--- src/rtl/owbm_pkg.sv ---
// ----------------------------------------------------------------------------
// owbm_pkg
// Shared widths, phase and action codes, register indexes and reset values for the
// 1-Wire bus master.
// ----------------------------------------------------------------------------
package owbm_pkg;

  localparam int TIMER_WIDTH   = 10;
  localparam int BITS_PER_BYTE = 8;
  localparam int NUM_REGS      = 8;
  localparam int REG_IDX_W     = 3;
  localparam int CFG_DATA_W    = 10;
  localparam int BITS_W        = 4;

  localparam int IN_TDATA_W  = 16;
  localparam int OUT_TDATA_W = 16;

  typedef logic [TIMER_WIDTH-1:0] timer_t;
  typedef logic [BITS_W-1:0]      bitcnt_t;
  typedef logic [2:0]             phase_t;
  typedef logic [2:0]             action_t;

  // phase codes
  localparam phase_t PH_IDLE      = 3'd0;
  localparam phase_t PH_RST_LOW   = 3'd1;
  localparam phase_t PH_RST_WAIT  = 3'd2;
  localparam phase_t PH_RST_RECOV = 3'd3;
  localparam phase_t PH_WR_LOW    = 3'd4;
  localparam phase_t PH_RD_LOW    = 3'd5;
  localparam phase_t PH_RD_WAIT   = 3'd6;
  localparam phase_t PH_SLOT_REL  = 3'd7;

  // action codes
  localparam action_t ACT_NONE      = 3'd0;
  localparam action_t ACT_RESET     = 3'd1;
  localparam action_t ACT_WR_BYTE   = 3'd2;
  localparam action_t ACT_RD_BYTE   = 3'd3;
  localparam action_t ACT_WR_BIT    = 3'd4;
  localparam action_t ACT_RD_BIT    = 3'd5;

  // register indexes
  localparam logic [REG_IDX_W-1:0] REG_RESET_LOW     = 3'd0;
  localparam logic [REG_IDX_W-1:0] REG_PRESENCE_WAIT = 3'd1;
  localparam logic [REG_IDX_W-1:0] REG_RESET_RECOV   = 3'd2;
  localparam logic [REG_IDX_W-1:0] REG_WR_ONE_LOW    = 3'd3;
  localparam logic [REG_IDX_W-1:0] REG_WR_SLOT       = 3'd4;
  localparam logic [REG_IDX_W-1:0] REG_RD_LOW        = 3'd5;
  localparam logic [REG_IDX_W-1:0] REG_RD_SAMPLE     = 3'd6;
  localparam logic [REG_IDX_W-1:0] REG_RD_RECOV      = 3'd7;

  localparam logic [CFG_DATA_W-1:0] RESET_LOW_DEF     = 10'd750;
  localparam logic [CFG_DATA_W-1:0] PRESENCE_WAIT_DEF = 10'd100;
  localparam logic [CFG_DATA_W-1:0] RESET_RECOV_DEF   = 10'd400;
  localparam logic [CFG_DATA_W-1:0] WR_ONE_LOW_DEF    = 10'd5;
  localparam logic [CFG_DATA_W-1:0] WR_SLOT_DEF       = 10'd75;
  localparam logic [CFG_DATA_W-1:0] RD_LOW_DEF        = 10'd5;
  localparam logic [CFG_DATA_W-1:0] RD_SAMPLE_DEF     = 10'd5;
  localparam logic [CFG_DATA_W-1:0] RD_RECOV_DEF      = 10'd60;

endpackage

--- src/rtl/one_wire_bus_master_unit.sv ---
// ----------------------------------------------------------------------------
// one_wire_bus_master_unit
// 1-Wire bus master; each request is one microsecond tick of bus timing.
// ----------------------------------------------------------------------------
// The result of a request is registered in the output register in the cycle after it is accepted.
// Throughput: one request per cycle while the output register is not stalled; each request yields exactly one result.
// The tick logic (phase, timer, shift register) is one combinational pass
// between the state registers and the output register.
// Reset (rst, synchronous): phase idle, counters clear, timing registers
// return to their defaults, output register empty.
module one_wire_bus_master_unit (
  input  logic                            clk,
  input  logic                            rst,
  // s_tdata: action[2:0], data_in[10:3], line_in[11], zero pad
  input  logic                            s_tvalid,
  output logic                            s_tready,
  input  logic [owbm_pkg::IN_TDATA_W-1:0] s_tdata,
  // m_tdata: drive_low[0], busy_res[1], done_res[2], presence_fail[3],
  //          read_data[11:4], rejected[12], zero pad
  output logic                             m_tvalid,
  input  logic                             m_tready,
  output logic [owbm_pkg::OUT_TDATA_W-1:0] m_tdata,
  input  logic                             cfg_valid,
  output logic                             cfg_ready,
  input  logic [owbm_pkg::REG_IDX_W-1:0]   cfg_index,
  input  logic [owbm_pkg::CFG_DATA_W-1:0]  cfg_data
);
  import owbm_pkg::*;

  logic [CFG_DATA_W-1:0] regs [NUM_REGS];

  phase_t  phase,       phase_next;
  timer_t  phase_timer, phase_timer_next;
  bitcnt_t bits_left,   bits_left_next;
  logic [7:0] shift_byte, shift_byte_next;
  logic    reading,     reading_next;
  logic    single_bit,  single_bit_next;
  logic    presence_flag, presence_flag_next;

  logic       out_valid;
  logic [OUT_TDATA_W-1:0] out_data;

  action_t    act;
  logic [7:0] din;
  logic       line;
  logic       accept;

  logic       busy, drive, done, rej;
  logic [7:0] odata;
  logic       rel_go, end_go;
  timer_t     rel_t;
  timer_t     lo_t, slot_t;

  assign act  = s_tdata[2:0];
  assign din  = s_tdata[10:3];
  assign line = s_tdata[11];

  assign s_tready  = !out_valid || m_tready;
  assign accept    = s_tvalid && s_tready;
  assign cfg_ready = 1'b1;

  assign lo_t   = timer_t'(regs[REG_WR_ONE_LOW]);
  assign slot_t = timer_t'(regs[REG_WR_SLOT]);

  always_comb begin
    phase_next         = phase;
    phase_timer_next   = phase_timer;
    bits_left_next     = bits_left;
    shift_byte_next    = shift_byte;
    reading_next       = reading;
    single_bit_next    = single_bit;
    presence_flag_next = presence_flag;
    done   = 1'b0;
    odata  = 8'd0;
    rej    = 1'b0;
    rel_go = 1'b0;
    end_go = 1'b0;
    rel_t  = '0;

    // command start, same tick
    if (phase == PH_IDLE) begin
      if (act >= ACT_RESET && act <= ACT_RD_BIT) begin
        single_bit_next = (act == ACT_WR_BIT) || (act == ACT_RD_BIT);
        reading_next    = (act == ACT_RD_BYTE) || (act == ACT_RD_BIT);
        if (act == ACT_RESET) begin
          phase_next       = PH_RST_LOW;
          phase_timer_next = timer_t'(regs[REG_RESET_LOW]);
        end else begin
          bits_left_next = single_bit_next ? bitcnt_t'(1) : bitcnt_t'(BITS_PER_BYTE);
          if (reading_next) begin
            shift_byte_next  = 8'd0;
            phase_next       = PH_RD_LOW;
            phase_timer_next = timer_t'(regs[REG_RD_LOW]);
          end else begin
            shift_byte_next  = single_bit_next ? {7'd0, din[0]} : din;
            phase_next       = PH_WR_LOW;
            phase_timer_next = shift_byte_next[0] ? lo_t : slot_t;
          end
        end
      end
    end else if (act != ACT_NONE) begin
      rej = 1'b1;
    end

    busy  = (phase_next != PH_IDLE);
    drive = (phase_next == PH_RST_LOW) || (phase_next == PH_WR_LOW) ||
            (phase_next == PH_RD_LOW);

    case (phase_next)
      PH_IDLE: begin
      end
      PH_RST_LOW: begin
        if (phase_timer_next <= timer_t'(1)) begin
          phase_next       = PH_RST_WAIT;
          phase_timer_next = timer_t'(regs[REG_PRESENCE_WAIT]);
        end else begin
          phase_timer_next = phase_timer_next - timer_t'(1);
        end
      end
      PH_RST_WAIT: begin
        if (phase_timer_next == '0) begin
          presence_flag_next = line;
          phase_next         = PH_RST_RECOV;
          phase_timer_next   = timer_t'(regs[REG_RESET_RECOV]);
          if (phase_timer_next == '0) begin
            phase_next = PH_IDLE;
            done       = 1'b1;
          end
        end else begin
          phase_timer_next = phase_timer_next - timer_t'(1);
        end
      end
      PH_RST_RECOV: begin
        if (phase_timer_next <= timer_t'(1)) begin
          phase_next       = PH_IDLE;
          phase_timer_next = '0;
          done             = 1'b1;
        end else begin
          phase_timer_next = phase_timer_next - timer_t'(1);
        end
      end
      PH_WR_LOW: begin
        if (phase_timer_next <= timer_t'(1)) begin
          rel_go = 1'b1;
          if (shift_byte_next[0] && slot_t > lo_t) rel_t = slot_t - lo_t;
        end else begin
          phase_timer_next = phase_timer_next - timer_t'(1);
        end
      end
      PH_RD_LOW: begin
        if (phase_timer_next <= timer_t'(1)) begin
          phase_next       = PH_RD_WAIT;
          phase_timer_next = timer_t'(regs[REG_RD_SAMPLE]);
        end else begin
          phase_timer_next = phase_timer_next - timer_t'(1);
        end
      end
      PH_RD_WAIT: begin
        if (phase_timer_next == '0) begin
          shift_byte_next = {line, shift_byte_next[7:1]};
          rel_go          = 1'b1;
          rel_t           = timer_t'(regs[REG_RD_RECOV]);
        end else begin
          phase_timer_next = phase_timer_next - timer_t'(1);
        end
      end
      PH_SLOT_REL: begin
        if (phase_timer_next <= timer_t'(1)) end_go = 1'b1;
        else phase_timer_next = phase_timer_next - timer_t'(1);
      end
      default: begin
        phase_next = PH_IDLE;
      end
    endcase

    if (rel_go) begin
      phase_next       = PH_SLOT_REL;
      phase_timer_next = rel_t;
      if (rel_t == '0) end_go = 1'b1;
    end

    // end of a bit slot: next bit or finish
    if (end_go) begin
      if (!reading_next) shift_byte_next = {1'b0, shift_byte_next[7:1]};
      if (bits_left_next <= bitcnt_t'(1)) begin
        bits_left_next   = '0;
        phase_next       = PH_IDLE;
        phase_timer_next = '0;
        done             = 1'b1;
        if (reading_next) begin
          odata = single_bit_next ? {7'd0, shift_byte_next[7]} : shift_byte_next;
        end
      end else begin
        bits_left_next = bits_left_next - bitcnt_t'(1);
        if (reading_next) begin
          phase_next       = PH_RD_LOW;
          phase_timer_next = timer_t'(regs[REG_RD_LOW]);
        end else begin
          phase_next       = PH_WR_LOW;
          phase_timer_next = shift_byte_next[0] ? lo_t : slot_t;
        end
      end
    end
  end

  always_ff @(posedge clk) begin
    if (rst) begin
      regs[REG_RESET_LOW]     <= RESET_LOW_DEF;
      regs[REG_PRESENCE_WAIT] <= PRESENCE_WAIT_DEF;
      regs[REG_RESET_RECOV]   <= RESET_RECOV_DEF;
      regs[REG_WR_ONE_LOW]    <= WR_ONE_LOW_DEF;
      regs[REG_WR_SLOT]       <= WR_SLOT_DEF;
      regs[REG_RD_LOW]        <= RD_LOW_DEF;
      regs[REG_RD_SAMPLE]     <= RD_SAMPLE_DEF;
      regs[REG_RD_RECOV]      <= RD_RECOV_DEF;
    end else if (cfg_valid && cfg_ready) begin
      regs[cfg_index] <= cfg_data;
    end
  end

  always_ff @(posedge clk) begin
    if (rst) begin
      phase         <= PH_IDLE;
      phase_timer   <= '0;
      bits_left     <= '0;
      shift_byte    <= 8'd0;
      reading       <= 1'b0;
      single_bit    <= 1'b0;
      presence_flag <= 1'b0;
    end else if (accept) begin
      phase         <= phase_next;
      phase_timer   <= phase_timer_next;
      bits_left     <= bits_left_next;
      shift_byte    <= shift_byte_next;
      reading       <= reading_next;
      single_bit    <= single_bit_next;
      presence_flag <= presence_flag_next;
    end
  end

  always_ff @(posedge clk) begin
    if (rst) begin
      out_valid <= 1'b0;
    end else if (accept) begin
      out_valid <= 1'b1;
    end else if (m_tready) begin
      out_valid <= 1'b0;
    end
  end

  always_ff @(posedge clk) begin
    if (accept) begin
      out_data <= {3'd0, rej, odata, presence_flag_next, done, busy, drive};
    end
  end

  assign m_tvalid = out_valid;
  assign m_tdata  = out_data;

endmodule

--- config.mk ---
export PLATFORM = sky130hd
export DESIGN_NAME = one_wire_bus_master_unit
export DESIGN_NICKNAME = d
export VERILOG_FILES = /design/src/rtl/owbm_pkg.sv /design/src/rtl/one_wire_bus_master_unit.sv
export SDC_FILE = /design/constraint.sdc
export NUM_CORES = 1
export LEC_CHECK = 0
export BUFFER_PORTS_ARGS = -buffer_cell sky130_fd_sc_hd__buf_2
export CAP_MARGIN = 20
export CORE_MARGIN = 8
export CORE_UTILIZATION = 25
export DETAILED_ROUTE_END_ITERATION = 6
export PLACE_DENSITY = 0.48
export RECOVER_POWER = 100
export SLEW_MARGIN = 10
export SYNTH_ARGS = -nofsm -noshare
export SYNTH_HDL_FRONTEND = slang
export SYNTH_SLANG_ARGS = --single-unit
--- constraint.sdc ---
create_clock -name clk -period 5.6 [get_ports clk]
set_input_delay 0.84 -clock clk [delete_from_list [all_inputs] [get_ports clk]]
set_output_delay 0.84 -clock clk [all_outputs]
set_load 0.05 [all_outputs]
==> out/summary.json <==
{
  "groute.usage.overall": {"value": 15.06, "unit": "%"},
  "routed_wire_length_per_instance": {"value": 21.93, "unit": "um"},
  "max_clock_freq": {"value": 0.1984, "unit": "GHz"},
  "violated_checks": {"value": "max-capacitance violations, max-slew violations"},
  "netSwitchingFraction": {"value": 33.94, "unit": "%"},
  "postRouteWirelength": {"value": 29230, "unit": "um"},
  "crit_path_frequent_cell": {"value": "clkbuf_1"},
  "htreeDepth": {"value": 4},
  "post_synth_num_cell_types": {"value": 85},
  "netlist_top_cells_count": {"value": "93 x edfxtp_1, 77 x nor2_1, 65 x nand2_1"},
  "finalNonFillerCells": {"value": 1333},
  "num_antenna_cells": {"value": 0},
  "core_footprint": {"value": 0.03156, "unit": "mm2"},
  "cp_cell_sequence": {"value": "clkbuf_1 > a2111oi_4 > nand2b_2 > clkbuf_1 > nand2b_1 > a222oi_1 > nand3_1 > clkbuf_1 > nor3_1 > clkbuf_1 > mux2i_1 > nor3b_1 > a21oi_1 > a22o_1"},
  "hold_class": {"value": "flop to flop"},
  "placedInstanceArea": {"value": 0.008785, "unit": "mm2"},
  "number_of_failing_hold_endpoints_at_the_final_stage": {"value": 0},
  "path_max_fanout": {"value": 24},
  "grt_pass1_vias": {"value": 6878},
  "layout.core_utilization": {"value": 29.46, "unit": "%"},
  "post_route_cells_drive_above_1_share": {"value": 12.67, "unit": "%"},
  "synth_top_area_share": {"value": 34.85, "unit": "%"},
  "viasPerCell": {"value": 5.373},
  "postRouteAntennaNets": {"value": 0},
  "synth_sequential_area_ratio": {"value": 42.10, "unit": "%"},
  "maximum_number_of_pins_on_one_net_before_global_route_repair": {"value": 42},
  "synth_compound_gate_area_share": {"value": 22.22, "unit": "%"},
  "post_cts.resized_instances": {"value": 0},
  "area_growth": {"value": 16.04, "unit": "%"},
  "p_leak": {"value": 0.003205, "unit": "uW"},
  "synth.most_common_cell": {"value": "edfxtp_1"},
  "clock_sink_count": {"value": 122},
  "yosys.area_share.simple": {"value": 23.44, "unit": "%"},
  "number_of_nets_at_the_end_of_the_flow": {"value": 969},
  "timing.critical_path.slowest_stage_cell": {"value": "clkbuf_1"},
  "globalRouteOverflowTotal": {"value": 0},
  "initial_utilization": {"value": 25.39, "unit": "%"},
  "synthTopCellsByArea": {"value": "edfxtp_1 35%, dfxtp_1 7.2%, and2_1 4.5%, nor2_1 3.6%, nand2_1 3.0%"},
  "skew": {"value": 0.01350, "unit": "ns"},
  "seq_power_share": {"value": 37.1, "unit": "%"},
  "maxSlewViolCount": {"value": 74},
  "drc_errors": {"value": 0},
  "critPathRequiredTime": {"value": 5.91, "unit": "ns"},
  "ys_seq_elements": {"value": 122},
  "io_pins": {"value": 53},
  "synth_fa_ha_area_share": {"value": 3.373, "unit": "%"},
  "area_of_all_placed_cells_without_fillers": {"value": 0.009298, "unit": "mm2"},
  "worstPathArrival": {"value": 5.35, "unit": "ns"},
  "synthDominantAreaCellType": {"value": "edfxtp_1"},
  "die_height": {"value": 195.0, "unit": "um"},
  "timing_worst_setup_path_type": {"value": "flop to flop"},
  "chip_width": {"value": 195.0, "unit": "um"},
  "grt_first_pass_wirelength": {"value": 43570, "unit": "um"},
  "dp_hpwl": {"value": 22030, "unit": "um"},
  "min_period": {"value": 5.042, "unit": "ns"},
  "post_cts_buffers": {"value": 0},
  "synth.mux.area_fraction": {"value": 3.373, "unit": "%"},
  "route.vias.total": {"value": 7162},
  "power_per_cell_area": {"value": 313.7, "unit": "mW/mm2"},
  "antenna_violations_before_repair": {"value": 0},
  "io_buffer_count": {"value": 44},
  "drtPass1Iterations": {"value": 7},
  "synthFlopType": {"value": "edfxtp_1"},
  "clk_tree_root_cell": {"value": "clkbuf_16"},
  "cts_tree": {"value": "done"},
  "worst-slew-pin-transition": {"value": 2.093, "unit": "ns"},
  "max_cap_violation_count": {"value": 2},
  "final.setup.worst_slack": {"value": 0.5584, "unit": "ns"},
  "place_ws": {"value": 0.3982, "unit": "ns"},
  "initialDrtViolationCount": {"value": 571},
  "worst-path-buf-inv": {"value": 4},
  "mapped_avg_cell_area": {"value": 9.231, "unit": "um2"},
  "internal_power_summed_over_all_cells": {"value": 1926, "unit": "uW"},
  "syn-instance-count": {"value": 868},
  "cts.path.max_buffers": {"value": 2},
  "relSlewSlack": {"value": -39.52, "unit": "%"},
  "synth-edff-count": {"value": 93},
  "worst_setup_hold_path_clk_slew": {"value": 0.06, "unit": "ns"},
  "setup-violations-final": {"value": 0},
  "netSwitchingPower": {"value": 989.8, "unit": "uW"},
  "hold_buffers": {"value": 0},
  "tns": {"value": 0, "unit": "ns"},
  "timing.critical_path.slowest_cell_delay": {"value": 0.91, "unit": "ns"},
  "cts-buffers-inserted": {"value": 17},
  "clock_power_share": {"value": 37.4, "unit": "%"},
  "worstSetupEndpointType": {"value": "flop"},
  "async_flop_share": {"value": 0, "unit": "%"},
  "worstSkewPairLatency": {"value": 0.43, "unit": "ns"},
  "post-place-cells": {"value": 1300},
  "worstSetupStartpointType": {"value": "flop"},
  "std_cell_rows": {"value": 65},
  "die_area": {"value": 0.03803, "unit": "mm2"},
  "status": {"value": "finished, violations left"},
  "synth_xor_area_share": {"value": 0.9838, "unit": "%"},
  "gp_congestion": {"value": 0.9564},
  "critical_path.top_delay_family": {"value": "buffers and inverters"},
  "synth_top_family_by_area": {"value": "simple AND/OR/NAND/NOR gates"},
  "total_of_warnings_raised_by_yosys": {"value": 0},
  "part_of_the_power_in_combinational_logic": {"value": 25.6, "unit": "%"},
  "final.period_utilization": {"value": 90.03, "unit": "%"},
  "largest_voltage_drop_on_the_vdd_net": {"value": 198.7, "unit": "uV"},
  "synthesis.area": {"value": 0.008013, "unit": "mm2"},
  "grt_setup_unrepaired": {"value": "false"}
}
==> tightest hold or removal path: cells and delay by family, from the launching register on <==
kind             cells  cell delay [ns]
AND/OR/NAND/NOR      1             0.05
AO/OA/AOI/OAI        1             0.05
flip-flops           1             0.31
==> cells in the final DEF (no fill, tap or decap), drive strengths merged, types with 7 or more instances in the layout <==
cell type,n
mux2,8
nand4,9
o22ai,7
clkinv,10
a311oi,10
dfxtp,29
nand2b,17
a221oi,8
a211oi,13
a2111oi,10
a22oi,10
or2,14
nor3,35
nand3,20
nor2,86
o21ai,49
a21o,9
clkbuf,46
a21oi,41
o21a,9
a22o,9
inv,32
a31oi,10
or3,21
ha,16
buf,51
mux2i,18
o211ai,11
nand2,65
edfxtp,93
and2,58
==> path summary, 6_finish.rpt <==
check | slack (ns) | cells past startpoint | end | from
max | 0.56 | 14 | shift_byte[4] | phase[1]
max reg2reg | 0.56 | 14 | shift_byte[4] | phase[1]
min | 0.46 | 2 | shift_byte[7] | shift_byte[7]
min reg2reg | 0.46 | 2 | shift_byte[7] | shift_byte[7]
==> cells by family after synthesis <==
kind of cell / Yosys count
buffers and inverters: 82
AOI/OAI and AO/OA: 245
xor gates and xnor gates: 9
and+or+nand+nor: 360
muxes: 26
other: 2
adders and majority gates: 22
DFF: 122
==> power by group through the flow <==
stage	sequential [uW]	clock, uW	combinational, uW
2_1_floorplan	1100	0	469
3_3_place_gp	1100	0	743
3_5_place_dp	1100	0	739
4_1_cts	1080	1100	742
5_1_grt	1090	1140	799
6_report	1080	1090	745
==> routing by layer <==
layer	wire length (um)	share of wire, %	GRT usage, %	vias to the layer above
li1	-	-	-	3374
met5	0	0	0	-
met2	12670	43	22.53	284
met4	855	2.9	5.755	0
met1	13750	47	20.73	3461
met3	1960	6.7	3.525	43
==> flip-flops by register name, indices dropped and copies added, names as in the netlist <==
name,cells
regs,80
m_tdata,13
phase_timer,10
shift_byte,8
bits_left,4
phase,3
m_tvalid,1
presence_flag,1
reading,1
single_bit,1
==> final cells by class <==
cell class | count | area (um2)
timing repair buffer | 80 | 434.2
multi-input combinational | 666 | 4295
sequential | 122 | 3373
tap | 402 | 503.0
fill | 3386 | 22260
inverter | 31 | 116.4
clock inverter | 15 | 150.1
clock buffer | 17 | 425.4
==> per-stage QoR <==
step	hold WS, ns	total power [uW]
after detailed placement	0.4531	1837
after floorplan	0.4255	1567
after CTS	0.4613	2925
after global placement	0.4475	1841
after global routing	0.4734	3027
final	0.4589	2916
No activity file was read; power rests on OpenSTA's default activity.
